<file path="src/rtl/assert_macros.svh">
// assertion macros shared by the sccb master rtl
`ifndef ASSERT_MACROS_SVH
`define ASSERT_MACROS_SVH
`ifndef SYNTHESIS
// check on every clock edge outside reset
`define SCCB_ASSERT(lbl, prop) \
  lbl: assert property (@(posedge clk) disable iff (!rst_n) prop) \
    else $error("sccb assertion failed");
// check on every clock edge, reset included
`define SCCB_ASSERT_ALWAYS(lbl, prop) \
  lbl: assert property (@(posedge clk) prop) \
    else $error("sccb assertion failed");
`else
`define SCCB_ASSERT(lbl, prop)
`define SCCB_ASSERT_ALWAYS(lbl, prop)
`endif
`endif

</file>
<file path="src/rtl/sccb_pkg.sv">
// shared types and constants of the sccb register master
package sccb_pkg;

  // reset values of the configuration registers
  localparam logic [6:0]  DEV_ADDR_RST   = 7'h30;
  localparam logic [15:0] SLOT_TICKS_RST = 16'd1000;

  // slot count of each transaction type
  localparam logic [6:0] WRITE_SLOTS = 7'd86;
  localparam logic [6:0] READ_SLOTS  = 7'd111;

  // configuration register indexes
  typedef enum logic [0:0] {
    CFG_DEV_ADDR   = 1'b0,
    CFG_SLOT_TICKS = 1'b1
  } cfg_idx_t;

  // input item kinds
  typedef enum logic [0:0] {
    KIND_CMD  = 1'b0,
    KIND_TICK = 1'b1
  } kind_t;

  // line levels of one slot
  typedef struct packed {
    logic scl;
    logic sda;
    logic sample;
  } slot_t;

  // one result beat
  typedef struct packed {
    logic       scl;
    logic       sda_out;
    logic       busy_res;
    logic       done_res;
    logic [7:0] read_data;
    logic       cmd_rejected;
  } res_t;

endpackage

</file>
<file path="src/rtl/sccb_slot_dec.sv">
// slot decoder: scl/sda levels and sample flag for one slot index
module sccb_slot_dec (
  input  logic [6:0]     idx,
  input  logic           read_mode,
  input  logic [6:0]     dev_addr,
  input  logic [7:0]     reg_byte,
  input  logic [7:0]     data_byte,
  output sccb_pkg::slot_t lines
);

  logic       byte_en;
  logic [7:0] byte_val;
  logic [4:0] off;
  logic [8:0] prod;
  logic [3:0] bit_num;
  logic [4:0] three_bit;
  logic [1:0] phase;
  logic [6:0] rel;

  // bit number = off / 3 via reciprocal multiply, valid for off below 27
  assign prod      = {4'b0, off} * 9'd11;
  assign bit_num   = prod[8:5];
  assign three_bit = {bit_num, 1'b0} + {1'b0, bit_num};
  assign phase     = 2'(off - three_bit);

  always_comb begin
    lines    = '{scl: 1'b1, sda: 1'b1, sample: 1'b0};
    byte_en  = 1'b0;
    byte_val = 8'h00;
    off      = 5'd0;
    rel      = 7'd0;
    if (idx < 7'd3) begin
      // start condition
      lines.scl = (idx < 7'd2);
      lines.sda = (idx == 7'd0);
    end else if (idx < 7'd30) begin
      byte_en  = 1'b1;
      byte_val = {dev_addr, 1'b0};
      off      = 5'(idx - 7'd3);
    end else if (idx < 7'd57) begin
      byte_en  = 1'b1;
      byte_val = reg_byte;
      off      = 5'(idx - 7'd30);
    end else if (!read_mode) begin
      if (idx < 7'd84) begin
        byte_en  = 1'b1;
        byte_val = data_byte;
        off      = 5'(idx - 7'd57);
      end else begin
        // stop condition
        lines.scl = 1'b1;
        lines.sda = (idx != 7'd84);
      end
    end else if (idx < 7'd59) begin
      lines.scl = 1'b1;
      lines.sda = (idx != 7'd57);
    end else if (idx < 7'd60) begin
      // idle slot between stop and restart
      lines.scl = 1'b1;
      lines.sda = 1'b1;
    end else if (idx < 7'd63) begin
      lines.scl = (idx < 7'd62);
      lines.sda = (idx == 7'd60);
    end else if (idx < 7'd90) begin
      byte_en  = 1'b1;
      byte_val = {dev_addr, 1'b1};
      off      = 5'(idx - 7'd63);
    end else if (idx < 7'd106) begin
      // receive: scl high on even slots, sampled at their end
      rel          = idx - 7'd90;
      lines.sda    = 1'b1;
      lines.scl    = ~rel[0];
      lines.sample = ~rel[0];
    end else if (idx < 7'd109) begin
      // nack bit
      byte_en  = 1'b1;
      byte_val = 8'hFF;
      off      = 5'(idx - 7'd82);
    end else begin
      lines.scl = 1'b1;
      lines.sda = (idx != 7'd109);
    end

    // shared byte slot: data, scl high, scl low; bit 8 is the ack
    if (byte_en) begin
      lines.scl = (phase == 2'd1);
      lines.sda = (bit_num < 4'd8) ? byte_val[~bit_num[2:0]] : 1'b1;
    end
  end

endmodule

</file>
<file path="src/rtl/sccb_core.sv">
// transaction state, slot prescaler and next result computation
`include "assert_macros.svh"

module sccb_core (
  input  logic              clk,
  input  logic              rst_n,
  input  logic              cfg_we,
  input  logic              cfg_sel,
  input  logic [15:0]       cfg_wdata,
  input  logic              push,
  input  logic              kind,
  input  logic              is_read,
  input  logic [7:0]        reg_addr,
  input  logic [7:0]        write_data,
  input  logic              sda_in,
  output sccb_pkg::res_t    res
);

  logic [6:0]  dev_addr_r;
  logic [15:0] slot_ticks_r;
  logic [15:0] cnt_r, cnt_nxt;
  logic [6:0]  idx_r, idx_nxt;
  logic        active_r, active_nxt;
  logic        read_mode_r, read_mode_nxt;
  logic [7:0]  reg_byte_r, reg_byte_nxt;
  logic [7:0]  data_byte_r, data_byte_nxt;
  logic [7:0]  rx_shift_r, rx_shift_nxt;
  logic        done, rejected;
  logic [15:0] slot_len;
  logic [16:0] cnt_inc;
  logic [6:0]  idx_inc;
  logic [6:0]  end_idx;
  sccb_pkg::slot_t cur_lines;
  sccb_pkg::slot_t nxt_lines;

  // lines of the slot now ending, for the receive sample
  sccb_slot_dec u_dec_cur (
    .idx       (idx_r),
    .read_mode (read_mode_r),
    .dev_addr  (dev_addr_r),
    .reg_byte  (reg_byte_r),
    .data_byte (data_byte_r),
    .lines     (cur_lines)
  );

  // lines after the beat, shown in the result
  sccb_slot_dec u_dec_nxt (
    .idx       (idx_nxt),
    .read_mode (read_mode_nxt),
    .dev_addr  (dev_addr_r),
    .reg_byte  (reg_byte_nxt),
    .data_byte (data_byte_nxt),
    .lines     (nxt_lines)
  );

  assign slot_len = (slot_ticks_r == 16'd0) ? 16'd1 : slot_ticks_r;
  assign cnt_inc  = {1'b0, cnt_r} + 17'd1;
  assign idx_inc  = idx_r + 7'd1;
  assign end_idx  = read_mode_r ? sccb_pkg::READ_SLOTS : sccb_pkg::WRITE_SLOTS;

  // next state for one input beat
  always_comb begin
    cnt_nxt       = cnt_r;
    idx_nxt       = idx_r;
    active_nxt    = active_r;
    read_mode_nxt = read_mode_r;
    reg_byte_nxt  = reg_byte_r;
    data_byte_nxt = data_byte_r;
    rx_shift_nxt  = rx_shift_r;
    done          = 1'b0;
    rejected      = 1'b0;
    if (kind == sccb_pkg::KIND_CMD) begin
      if (active_r) begin
        rejected = 1'b1;
      end else begin
        active_nxt    = 1'b1;
        read_mode_nxt = is_read;
        reg_byte_nxt  = reg_addr;
        data_byte_nxt = write_data;
        idx_nxt       = 7'd0;
        cnt_nxt       = 16'd0;
      end
    end else if (active_r) begin
      if (cnt_inc >= {1'b0, slot_len}) begin
        if (cur_lines.sample) begin
          rx_shift_nxt = {rx_shift_r[6:0], sda_in};
        end
        cnt_nxt = 16'd0;
        idx_nxt = idx_inc;
        if (idx_inc >= end_idx) begin
          active_nxt = 1'b0;
          idx_nxt    = 7'd0;
          done       = 1'b1;
        end
      end else begin
        cnt_nxt = cnt_inc[15:0];
      end
    end
  end

  // result beat from the new state
  always_comb begin
    res.scl          = active_nxt ? nxt_lines.scl : 1'b1;
    res.sda_out      = active_nxt ? nxt_lines.sda : 1'b1;
    res.busy_res     = active_nxt;
    res.done_res     = done;
    res.read_data    = rx_shift_nxt;
    res.cmd_rejected = rejected;
  end

  // configuration registers
  always_ff @(posedge clk) begin
    if (!rst_n) begin
      dev_addr_r   <= sccb_pkg::DEV_ADDR_RST;
      slot_ticks_r <= sccb_pkg::SLOT_TICKS_RST;
    end else if (cfg_we) begin
      case (cfg_sel)
        sccb_pkg::CFG_DEV_ADDR:   dev_addr_r   <= cfg_wdata[6:0];
        sccb_pkg::CFG_SLOT_TICKS: slot_ticks_r <= cfg_wdata;
        default: ;
      endcase
    end
  end

  // transaction state
  always_ff @(posedge clk) begin
    if (!rst_n) begin
      cnt_r       <= '0;
      idx_r       <= '0;
      active_r    <= 1'b0;
      read_mode_r <= 1'b0;
      reg_byte_r  <= '0;
      data_byte_r <= '0;
      rx_shift_r  <= 8'hFF;
    end else if (push) begin
      cnt_r       <= cnt_nxt;
      idx_r       <= idx_nxt;
      active_r    <= active_nxt;
      read_mode_r <= read_mode_nxt;
      reg_byte_r  <= reg_byte_nxt;
      data_byte_r <= data_byte_nxt;
      rx_shift_r  <= rx_shift_nxt;
    end
  end

  `SCCB_ASSERT(a_done_ends_txn, push && done |=> !active_r && idx_r == 7'd0)
  `SCCB_ASSERT(a_reject_only_busy, push && rejected |-> active_r)
  `SCCB_ASSERT(a_idx_in_range, active_r |-> idx_r < end_idx)

endmodule

</file>
<file path="src/rtl/sccb_out_buf.sv">
// two-entry result buffer between the core and the output channel
`include "assert_macros.svh"

module sccb_out_buf (
  input  logic           clk,
  input  logic           rst_n,
  input  logic           push,
  input  sccb_pkg::res_t push_data,
  output logic           full,
  output logic           out_valid,
  input  logic           out_stall,
  output sccb_pkg::res_t out_data
);

  sccb_pkg::res_t ent_r [2];
  logic       wr_ptr_r;
  logic       rd_ptr_r;
  logic [1:0] cnt_r;
  logic       pop;

  assign full      = (cnt_r == 2'd2);
  assign out_valid = (cnt_r != 2'd0);
  assign out_data  = ent_r[rd_ptr_r];
  assign pop       = out_valid && !out_stall;

  // entry storage
  always_ff @(posedge clk) begin
    if (push) begin
      ent_r[wr_ptr_r] <= push_data;
    end
  end

  // pointers and fill count
  always_ff @(posedge clk) begin
    if (!rst_n) begin
      wr_ptr_r <= 1'b0;
      rd_ptr_r <= 1'b0;
      cnt_r    <= 2'd0;
    end else begin
      if (push) begin
        wr_ptr_r <= ~wr_ptr_r;
      end
      if (pop) begin
        rd_ptr_r <= ~rd_ptr_r;
      end
      cnt_r <= cnt_r + {1'b0, push} - {1'b0, pop};
    end
  end

  `SCCB_ASSERT_ALWAYS(a_cnt_bound, !rst_n || cnt_r != 2'd3)
  `SCCB_ASSERT(a_no_push_full, full |-> !push)

endmodule

</file>
<file path="src/rtl/sccb_register_master.sv">
// top level of the sccb register master
//
// channel | direction | handshake          | payload
// in_     | input     | in_valid/in_stall  | kind, is_read, reg_addr, write_data, sda_in
// out_    | output    | out_valid/out_stall| scl, sda_out, busy_res, done_res, read_data,
//         |           |                    | cmd_rejected
// cfg_    | input     | cfg_valid/cfg_ready| cfg_index, cfg_data
//
// one beat in per cycle while in_stall is low; its result leaves the buffer the next cycle at the earliest
// state update and result decode are combinational between the input and the buffer
// a two-entry result buffer lets input flow on while a result waits; in_stall rises
// only when both entries are held
// synchronous active-low reset; configuration registers load their defaults, cfg_ready
// is always high
module sccb_register_master (
  input  logic        clk,
  input  logic        rst_n,
  // input channel
  input  logic        in_valid,
  output logic        in_stall,
  input  logic        in_kind,
  input  logic        in_is_read,
  input  logic [7:0]  in_reg_addr,
  input  logic [7:0]  in_write_data,
  input  logic        in_sda_in,
  // result channel
  output logic        out_valid,
  input  logic        out_stall,
  output logic        out_scl,
  output logic        out_sda_out,
  output logic        out_busy_res,
  output logic        out_done_res,
  output logic [7:0]  out_read_data,
  output logic        out_cmd_rejected,
  // configuration channel
  input  logic        cfg_valid,
  output logic        cfg_ready,
  input  logic        cfg_index,
  input  logic [15:0] cfg_data
);

  logic           accept;
  logic           full;
  sccb_pkg::res_t core_res;
  sccb_pkg::res_t buf_res;

  assign cfg_ready = 1'b1;
  assign in_stall  = full;
  assign accept    = in_valid && !full;

  // state machine and slot decode
  sccb_core u_core (
    .clk        (clk),
    .rst_n      (rst_n),
    .cfg_we     (cfg_valid && cfg_ready),
    .cfg_sel    (cfg_index),
    .cfg_wdata  (cfg_data),
    .push       (accept),
    .kind       (in_kind),
    .is_read    (in_is_read),
    .reg_addr   (in_reg_addr),
    .write_data (in_write_data),
    .sda_in     (in_sda_in),
    .res        (core_res)
  );

  // result buffer
  sccb_out_buf u_out_buf (
    .clk       (clk),
    .rst_n     (rst_n),
    .push      (accept),
    .push_data (core_res),
    .full      (full),
    .out_valid (out_valid),
    .out_stall (out_stall),
    .out_data  (buf_res)
  );

  assign out_scl          = buf_res.scl;
  assign out_sda_out      = buf_res.sda_out;
  assign out_busy_res     = buf_res.busy_res;
  assign out_done_res     = buf_res.done_res;
  assign out_read_data    = buf_res.read_data;
  assign out_cmd_rejected = buf_res.cmd_rejected;

endmodule

</file>
<file path="config.mk">
export PLATFORM = sky130hd
export DESIGN_NAME = sccb_register_master
export DESIGN_NICKNAME = d
export VERILOG_FILES = /design/src/rtl/sccb_pkg.sv /design/src/rtl/sccb_slot_dec.sv /design/src/rtl/sccb_core.sv /design/src/rtl/sccb_out_buf.sv /design/src/rtl/sccb_register_master.sv
export VERILOG_INCLUDE_DIRS = /design/src /design/src/rtl
export SDC_FILE = /design/constraint.sdc
export NUM_CORES = 1
export LEC_CHECK = 0
export BUFFER_PORTS_ARGS = -buffer_cell sky130_fd_sc_hd__buf_2
export CAP_MARGIN = 40
export CELL_PAD_IN_SITES_DETAIL_PLACEMENT = 1
export CELL_PAD_IN_SITES_GLOBAL_PLACEMENT = 1
export CORE_UTILIZATION = 30
export DETAILED_ROUTE_END_ITERATION = 10
export GPL_TIMING_DRIVEN = 0
export MAX_ROUTING_LAYER = met4
export PLACE_DENSITY = 0.68
export SYNTH_ARGS = -nofsm -noshare
export SYNTH_HDL_FRONTEND = slang
export SYNTH_SLANG_ARGS = --single-unit
</file>
<file path="constraint.sdc">
create_clock -name clk -period 10.4 [get_ports clk]
set_input_delay 1.04 -clock clk [delete_from_list [all_inputs] [get_ports clk]]
set_output_delay 1.04 -clock clk [all_outputs]
set_load 0.005 [all_outputs]
</file>
==> metrics.csv, run 1 <==
metric,value,unit
Worst setup EP type,register,
Worst Reg-to-Reg Cells,35,
Synth Instances,822,
Clock Latency Late Sink,360,ps
Max Buffers Root-to-Sink,2,
final worst path period share,92.5,%
CP peak stage delay,810,ps
dpl ws,962,ps
Die Ht,154,µm
Final Max Tran Viols,0,
GP Congestion,0.810,
Worst IR Drop VDD,0.0925,mV
CTS sink cnt,103,
pwr/cell area,197,nW/µm²
Die Area,23800,µm²
setup TNS,0,ps
Setup-failing EPs final,0,
f_max,104,MHz
register area share after synthesis,33.3,%
utilization after layout,34.7,%
critical path class,register to register,
worst min path class,register to register,
largest net degree at the start of global routing,18,
PnR worst setup slack,776,ps
max-cap violations,0,
core area,22700,µm²
GR Overflow Total,0,
P_leak,3.19,nW
critical path arrival,9780,ps
initial antenna violation count,1,
vias in the first global route,6276,
DRC viols,0,
post-synthesis cell area,6970,µm²
Final Net Count,976,
measured slew at the worst slew-check pin,1000,ps
Chip Width,154,µm
min Tclk post-route,9620,ps
Setup crit start kind,register,
global-route wire length before repair,32900,µm
Post-synth EDFFs,26,
clk root buf,clkbuf_16,
Initial Utilization,30.7,%
CTS H-tree depth,3,
Crit path required time,10560,ps
Hold Slack,466,ps
setup bufs post-CTS,0,
FILL cells,2747,
Worst Hold Depth,2,
DR vias/cell,5.26,
slowest cell on the critical path,a22oi_1,
Main synth FF type,dfxtp_1,
Routed WL per cell,17.1,µm
Final ANT Viol Nets,0,
Reg area,2320,µm²
"critical path fanouts, max",10,
post-CTS sizing,0,
Crit path top cell by count,ha_1,
Port Buffers,53,
Num CTS Buffers,9,
Final Hold Fails,0,
asr flop ratio synth,0,%
syn avg cell area,8.48,µm²
area of the multi-input gates,4270,µm²
synth-to-layout area growth,13.1,%
Pre-antenna DRT Iters,4,
initial DRC count,280,
"Distinct cells, synth",72,
cts hold-fix bufs,0,
clock tree from TritonCTS,built,
Synthesized Nets,910,
RSZ-0062 raised after global routing,false,
"Clk pin slew, worst setup/hold paths",80,ps
run status,"finished, final reports clean",
DR vias,6204,
YS warnings,0,
HPWL Detailed,15600,µm
register bit total from synthesis,103,
Setup Skew,15.3,ps
Cell Rows,55,
num ports,57,
DRT Wirelength,20100,µm
share of cells above drive strength 1,13.9,%
Total GRT Usage,17.9,%
Final Power,1.56,mW
Slew headroom,33.1,%
[final timing paths]
path	slack, ps	to	start
worst min-delay path	470	u_core.data_byte_r[4]$_SDFFE_PN0P_	u_core.data_byte_r[4]$_SDFFE_PN0P_
worst min register to register	470	u_core.data_byte_r[4]$_SDFFE_PN0P_	u_core.data_byte_r[4]$_SDFFE_PN0P_
worst max-delay path	780	u_out_buf.ent_r[0][12]$_DFFE_PP_	u_core.cnt_r[0]$_SDFFE_PN0P_
worst max register to register	780	u_out_buf.ent_r[0][12]$_DFFE_PP_	u_core.cnt_r[0]$_SDFFE_PN0P_
[flip-flops by register name (all words and copies together) (netlist names), named ones only]
register,count
u_core.data_byte_r,8
u_out_buf.ent_r,26
u_out_buf.wr_ptr_r,1
u_core.dev_addr_r,7
u_out_buf.cnt_r,2
u_out_buf.rd_ptr_r,1
u_core.idx_r,7
u_core.rx_shift_r,8
u_core.cnt_r,16
u_core.active_r,1
u_core.slot_ticks_r,16
u_core.read_mode_r,1
u_core.reg_byte_r,8
[placed cells by master, fill, tap and decap left out, types with 5 or more instances in the layout]
master	instances
nand2_1	136
o211a_1	11
dfxtp_1	77
o22ai_1	6
a31oi_1	6
o21a_1	7
a21oi_1	29
ha_1	46
nor4_1	7
nor3_1	11
nor2b_1	19
inv_1	43
buf_2	59
clkbuf_16	9
a22oi_1	20
nand4_1	13
nor2_1	43
nand3_1	31
xor2_1	13
mux2_2	24
edfxtp_1	26
o21ai_0	28
a21o_1	8
o211ai_1	14
and2_1	9
clkbuf_1	36
a211oi_1	5
and3_1	5
o31ai_1	5
xnor2_1	18
mux2i_1	15
a21boi_0	33
[cells by family (layout without fill, tap and decap cells)]
group / Yosys count / after routing / synth area share [%]
simple gates: 297 / 297 / 20.0
compound gates: 210 / 210 / 22.7
flops: 103 / 103 / 33.3
buf+inv: 94 / 165 / 5.44
fa+ha+maj: 47 / 47 / 8.55
mux: 39 / 39 / 6.03
xor+xnor: 31 / 31 / 3.90
other cells: 1 / 2 / 0.0538
[layout make-up]
type	count	area share [%]
Antenna cell	1	0.0317
Clock buffer	11	2.95
Clock inverter	5	0.508
Timing Repair Buffer	55	3.60
Multi-Input combinational cell	625	54.1
Tap cell	285	4.52
Buffer	48	2.62
Sequential cell	103	29.5
Inverter	46	2.19
[routing by layer]
metal | part of all wire (%) | up-vias | track usage (%)
li1 | - | 3089 | -
met1 | 49 | 2987 | 22.5
met2 | 46 | 107 | 29.4
met3 | 3.4 | 21 | 3.19
met4 | 1.4 | 0 | 4.53
met5 | 0 | - | -
[cells in the mapped netlist, types with 20 or more instances]
cell type / n / area, µm²
a21boi_0: 33 / 248
a21oi_1: 29 / 145
a22oi_1: 20 / 150
clkbuf_1: 34 / 128
dfxtp_1: 77 / 1540
edfxtp_1: 26 / 781
ha_1: 46 / 576
inv_1: 43 / 161
mux2_2: 24 / 270
nand2_1: 136 / 510
nand3_1: 31 / 155
nor2_1: 43 / 161
o21ai_0: 28 / 140
[power by group]
group | internal (mW) | total, mW | switching (mW)
clock | 0.165 | 0.324 | 0.159
combinational | 0.301 | 0.739 | 0.438
sequential | 0.467 | 0.493 | 0.0267
[critical path, delay by kind of cell (launching register included)]
kind,cells,cell delay [ps]
flip-flops,1,420
adder cells (fa/ha/maj),7,2070
AND/OR/NAND/NOR,6,1060
AO/OA/AOI/OAI,12,3730
buffers and inverters,5,1180
XOR/XNOR,5,960
[stage by stage]
stage	instance area, µm²	instances
2_1_floorplan	6970	822
3_3_place_gp	7590	1160
3_5_place_dp	7610	1162
4_1_cts	7880	1178
5_1_grt	7880	1179
6_report	7880	1179
No activity file was read; power rests on OpenSTA's default activity.
==> inputs of run 2 (changes only) <==
- SYNTH_HIERARCHICAL: not set -> 1
==> run 2 against run 1 <==
  * Die area up 1.4%
  * Count of clock-buffer cells in the layout down 1
  * Critical path depth grew 2
  * Non-clock buffer count up 7
  * Design area grew 2.0%
  * Critical path type unchanged
  * Critical endpoint is now u_out_buf/ent_r[0][11]$_DFFE_PP_
  * Largest cell class unchanged
  * Highest routed layer unchanged
==> metrics.csv, run 2 <==
metric,value,unit
run status,"finished, final reports clean",
CTS sink cnt,103,
CP bufs+invs,8,
largest net degree at the start of global routing,17,
num ports,57,
max-cap violations,0,
cts hold-fix bufs,0,
Hold EP,u_core/slot_ticks_r[0]$_SDFFE_PN0P_,
vias in the first global route,6041,
Worst Reg-to-Reg Cells,37,
post-synthesis cell area,7070,µm²
clk root buf,clkbuf_16,
critical path class,register to register,
GP Congestion,0.850,
core area,22800,µm²
worst hold start,u_core/slot_ticks_r[0]$_SDFFE_PN0P_,
clock tree from TritonCTS,built,
"commonest non-fill, non-tap cell in the layout",nand2_1,
P_leak,3.22,nW
wire length on met3,586,µm
Setup Skew,8.83,ps
final worst path period share,92.1,%
Diodes inserted,0,
FF-to-FF End,u_out_buf/ent_r[0][11]$_DFFE_PP_,
setup TNS,0,ps
Total GRT Usage,17.5,%
Synthesized Nets,929,
"CP delay by family, top",compound AO/OA/AOI/OAI gates,
slowest cell on the critical path,nor4_1,
utilization after layout,35.2,%
syn avg cell area,8.41,µm²
Reg with most FFs,u_out_buf/ent_r,
CTS H-tree depth,3,
Die Ht,155,µm
Final Max Tran Viols,0,
DR vias/cell,5.06,
FF-to-FF Start,u_core/cnt_r[0]$_SDFFE_PN0P_,
Worst IR Drop VDD,0.0837,mV
share of cells above drive strength 1,13.9,%
most frequent cells in the layout,"nand2_1 (154), dfxtp_1 (77), buf_2 (67)",
YS warnings,6,
wire length on met2,8880,µm
Cell Rows,55,
DRC viols,0,
Setup-failing EPs final,0,
pwr/cell area,128,nW/µm²
FILL cells,2821,
Routed WL per cell,16.1,µm
HPWL Detailed,15300,µm
post-route met1 wirelength,9960,µm
Final Non-Filler Cells,1225,
placed insts,1210,
synth-to-layout area growth,13.8,%
global-route wire length before repair,32300,µm
Port Buffers,55,
DRT Wirelength,19700,µm
Max Buffers Root-to-Sink,2,
Clock Latency Late Sink,360,ps
Final Hold Fails,0,
CP peak stage delay,480,ps
R2R Setup Slk,820,ps
Worst Hold Depth,2,
Initial Utilization,30.9,%
"Clk pin slew, worst setup/hold paths",70,ps
"critical path fanouts, max",10,
f_max,104,MHz
Die Area,24200,µm²
DR vias,6197,
Chip Width,155,µm
Largest regs,"u_out_buf/ent_r: 26 flops, u_core/cnt_r: 16 flops, u_core/slot_ticks_r: 16 flops",
Setup crit start kind,register,
Final ANT Viol Nets,0,
worst min path class,register to register,
Synth Instances,840,
max FFs per register,26,
GR Overflow Total,0,
critical path depth,37,
Final Net Count,996,
highest routing layer actually used,met4,
critical path arrival,9660,ps
Crit path top cell by count,ha_1,
measured slew at the worst slew-check pin,907,ps
Slew headroom,39.3,%
Worst setup EP type,register,
Crit path required time,10480,ps
initial antenna violation count,0,
min Tclk post-route,9580,ps
Pre-antenna DRT Iters,4,
RSZ-0062 raised after global routing,false,
initial DRC count,247,
Num CTS Buffers,9,
[run 2: cell count changes in the layout (fill, tap and decap cells not counted), sizes merged, moves of 5 or more]
cell | previous run | this run
nor2 | 44 | 56
a22oi | 20 | 1
nand2 | 136 | 155
nand2b | 3 | 23
clkbuf | 45 | 37
nor2b | 19 | 10
nand3 | 31 | 25
a21boi | 33 | 28
o211a | 11 | 3
nor3b | 3 | 18
buf | 69 | 83
o31ai | 7 | 2
[run 2: cell type report]
| cell class | count | area (µm²) | area share [%] |
|---|---|---|---|
| clock buffers | 10 | 229 | 2.85 |
| clock inverters | 6 | 60.1 | 0.747 |
| multi-input cells | 639 | 4290 | 53.4 |
| well taps | 313 | 392 | 4.87 |
| repair buffers | 57 | 292 | 3.63 |
| inverters | 44 | 165 | 2.05 |
| plain buffers | 53 | 288 | 3.58 |
| flip-flops and latches | 103 | 2320 | 28.9 |
[run 2: worst reg2reg max path, delay by kind of cell (launching register included)]
kind	cells	cell delay (ps)
AOI/OAI and AO/OA	12	2770
xor gates and xnor gates	1	180
adders and majority gates	6	1950
buffers and inverters	8	1550
DFF	1	470
and+or+nand+nor	10	2370
[run 2: power by group]
part	internal, mW	switching, mW	total, mW
Clock	0.186	0.155	0.341
Combinational	0.0887	0.137	0.225
Sequential	0.443	0.0193	0.462
Total	0.717	0.310	1.03
[run 2: repair_timing]
| item | in CTS | in global routing |
|---|---|---|
| resized for setup | 0 | 1 |
| setup buffers | 0 | 0 |
| endpoints found under the setup margin | 0 | 4 |
[run 2: worst max path at each step]
stage                                       from                          endpoint  slack [ps]
floorplan           u_core/cnt_r[2]$_SDFFE_PN0P_  u_out_buf/ent_r[0][11]$_DFFE_PP_        2400
global placement    u_core/cnt_r[0]$_SDFFE_PN0P_  u_out_buf/ent_r[0][11]$_DFFE_PP_         770
detailed placement  u_core/cnt_r[0]$_SDFFE_PN0P_  u_out_buf/ent_r[1][11]$_DFFE_PP_         650
CTS                 u_core/cnt_r[0]$_SDFFE_PN0P_  u_out_buf/ent_r[0][11]$_DFFE_PP_         600
global route        u_core/cnt_r[2]$_SDFFE_PN0P_  u_out_buf/ent_r[0][11]$_DFFE_PP_          30
finish              u_core/cnt_r[0]$_SDFFE_PN0P_  u_out_buf/ent_r[0][11]$_DFFE_PP_         820
[run 2: layer usage]
layer	GRT usage [%]	vias to the layer above
met5	-	-
met4	5.23	0
met3	2.45	24
met2	26.6	103
met1	24.0	2990
li1	-	3080
[run 2: through the flow]
step	worst slack [ps]	instance area (µm²)	total power [mW]	hold WS [ps]
floorplan	2400	7070	0.620	439
global placement	774	7730	0.689	451
detailed placement	646	7750	0.700	471
CTS	599	8040	1.05	482
global route	30.8	8040	1.09	510
finish	817	8040	1.03	480
==> inputs of run 3 (changes only) <==
--- a/config.mk
+++ b/config.mk
@@ -9,3 +9,3 @@
 export BUFFER_PORTS_ARGS = -buffer_cell sky130_fd_sc_hd__buf_2
-export CAP_MARGIN = 40
+export CAP_MARGIN = 20
 export CELL_PAD_IN_SITES_DETAIL_PLACEMENT = 1
@@ -14,3 +14,3 @@
 export DETAILED_ROUTE_END_ITERATION = 10
-export GPL_TIMING_DRIVEN = 0
+export GPL_TIMING_DRIVEN = 1
 export MAX_ROUTING_LAYER = met4
--- a/constraint.sdc
+++ b/constraint.sdc
@@ -3,2 +3,2 @@
 set_output_delay 1.04 -clock clk [all_outputs]
-set_load 0.005 [all_outputs]
+set_load 0.1 [all_outputs]
==> run 3 against run 2 <==
  * Maximum frequency up 2.4%
  * Global-route usage shrank 0.72 points
  * Setup slack gained 230 ps
  * Clock skew rose by 6.0 ps
  * Count of clock-buffer cells in the layout decreased by 1
  * Sequential share of layout area rose by 0.70 points
  * Critical path type unchanged
  * Largest cell class unchanged
  * Highest routed layer unchanged
==> metrics.csv, run 3 (same netlist as run 2, synthesis figures left out) <==
metric,value,unit
Die Ht,155,µm
Num CTS Buffers,9,
Total GRT Usage,16.8,%
Pre-antenna DRT Iters,4,
HPWL Detailed,13700,µm
run status,"finished, final reports clean",
worst hold start,u_core/slot_ticks_r[0]$_SDFFE_PN0P_,
DRT Wirelength,18800,µm
Routed WL per cell,15.9,µm
Diodes inserted,0,
most frequent cells in the layout,"nand2_1 (154), dfxtp_1 (77), buf_2 (57)",
Placed Area,7530,µm²
setup bufs post-CTS,0,
worst min path class,register to register,
Final Cell Area,7850,µm²
measured slew at the worst slew-check pin,877,ps
largest net degree at the start of global routing,74,
GR Overflow Total,0,
cts hold-fix bufs,0,
Setup-failing EPs final,0,
Reg with most FFs,u_out_buf/ent_r,
max FFs per register,26,
final worst path period share,90.0,%
"CP delay by family, top",compound AO/OA/AOI/OAI gates,
Crit path required time,10490,ps
setup TNS,0,ps
initial antenna violation count,0,
Die Area,24200,µm²
GP Congestion,0.908,
Setup Skew,14.9,ps
CTS sink cnt,103,
Final ANT Viol Nets,0,
P_leak,3.12,nW
FILL cells,2772,
RSZ-0062 raised after global routing,false,
critical path arrival,9440,ps
Reg area,2320,µm²
Final Power,1.08,mW
DR vias/cell,5.05,
global-route wire length before repair,31200,µm
DR vias,5983,
dpl ws,1080,ps
Setup crit start kind,register,
CTS H-tree depth,3,
Largest regs,"u_out_buf/ent_r: 26 flops, u_core/cnt_r: 16 flops, u_core/slot_ticks_r: 16 flops",
pwr/cell area,138,nW/µm²
Final Hold Fails,0,
"Clk pin slew, worst setup/hold paths",80,ps
Cell Rows,55,
Final Net Count,956,
DRC viols,0,
vias in the first global route,6150,
FF-to-FF Start,u_core/cnt_r[2]$_SDFFE_PN0P_,
Final Max Tran Viols,0,
max-cap violations,0,
CP bufs+invs,4,
Chip Width,155,µm
share of cells above drive strength 1,13.3,%
Hold Slack,480,ps
Crit path top cell by count,ha_1,
initial DRC count,262,
"critical path fanouts, max",20,
Initial Utilization,30.9,%
Max Buffers Root-to-Sink,2,
clk root buf,clkbuf_16,
CP peak stage delay,580,ps
post-CTS sizing,0,
Clock Latency Late Sink,370,ps
area of the multi-input gates,4290,µm²
Port Buffers,55,
num ports,57,
Slew headroom,41.4,%
slowest cell on the critical path,a221oi_1,
PnR worst setup slack,1040,ps
synth-to-layout area growth,11.1,%
CP startpoint,u_core/cnt_r[2]$_SDFFE_PN0P_,
clock tree from TritonCTS,built,
"commonest non-fill, non-tap cell in the layout",nand2_1,
critical path class,register to register,
core area,22800,µm²
min Tclk post-route,9360,ps
Worst IR Drop VDD,0.0708,mV
f_max,107,MHz
Worst setup EP type,register,
run 3: changes by cell type in the layout (fill, tap and decap cells not counted), moves of 2 or more:
| cell | before | now |
|---|---|---|
| clkbuf_1 | 28 | 0 |
| buf_2 | 67 | 57 |
| clkinv_1 | 2 | 0 |
| inv_8 | 0 | 2 |
| buf_6 | 4 | 1 |
run 3: layout make-up:
class                   instances  area share, %
clock buffers                   9           2.87
multi-input cells             639           54.6
well taps                     313           4.99
repair buffers                 70           4.92
flip-flops and latches        103           29.6
inverters                      44           2.10
clock inverters                 7          0.940
run 3: report_power, final:
group | internal (mW) | switching, mW
Sequential | 0.442 | 0.0253
Clock | 0.171 | 0.174
Combinational | 0.0831 | 0.186
run 3: tightest hold or removal path, cell delays in order, from the launching register on:
cell,delay (ps)
dfxtp_1,320
nand2_1,50
a21boi_0,60
run 3: final timing paths:
kind,to,slack (ps),depth (start not counted)
max,u_out_buf/ent_r[1][11]$_DFFE_PP_,1040,34
min,u_core/slot_ticks_r[0]$_SDFFE_PN0P_,480,2
min reg2reg,u_core/slot_ticks_r[0]$_SDFFE_PN0P_,480,2
max reg2reg,u_out_buf/ent_r[1][11]$_DFFE_PP_,1040,34
run 3: layer usage:
| metal | vias up | global-route usage, % | wire length (µm) |
|---|---|---|---|
| met3 | 18 | 3.01 | 473 |
| met1 | 2886 | 20.9 | 9170 |
| met4 | 0 | 4.86 | 288 |
| met5 | - | - | 0 |
| met2 | 91 | 27.7 | 8880 |
| li1 | 2988 | - | - |
run 3: stage by stage:
| stage | instances | util [%] |
|---|---|---|
| floorplan | 840 | - |
| global placement | 1166 | 33.0 |
| detailed placement | 1166 | 33.0 |
| CTS | 1182 | 34.3 |
| global route | 1185 | 34.4 |
| finish | 1185 | 34.4 |
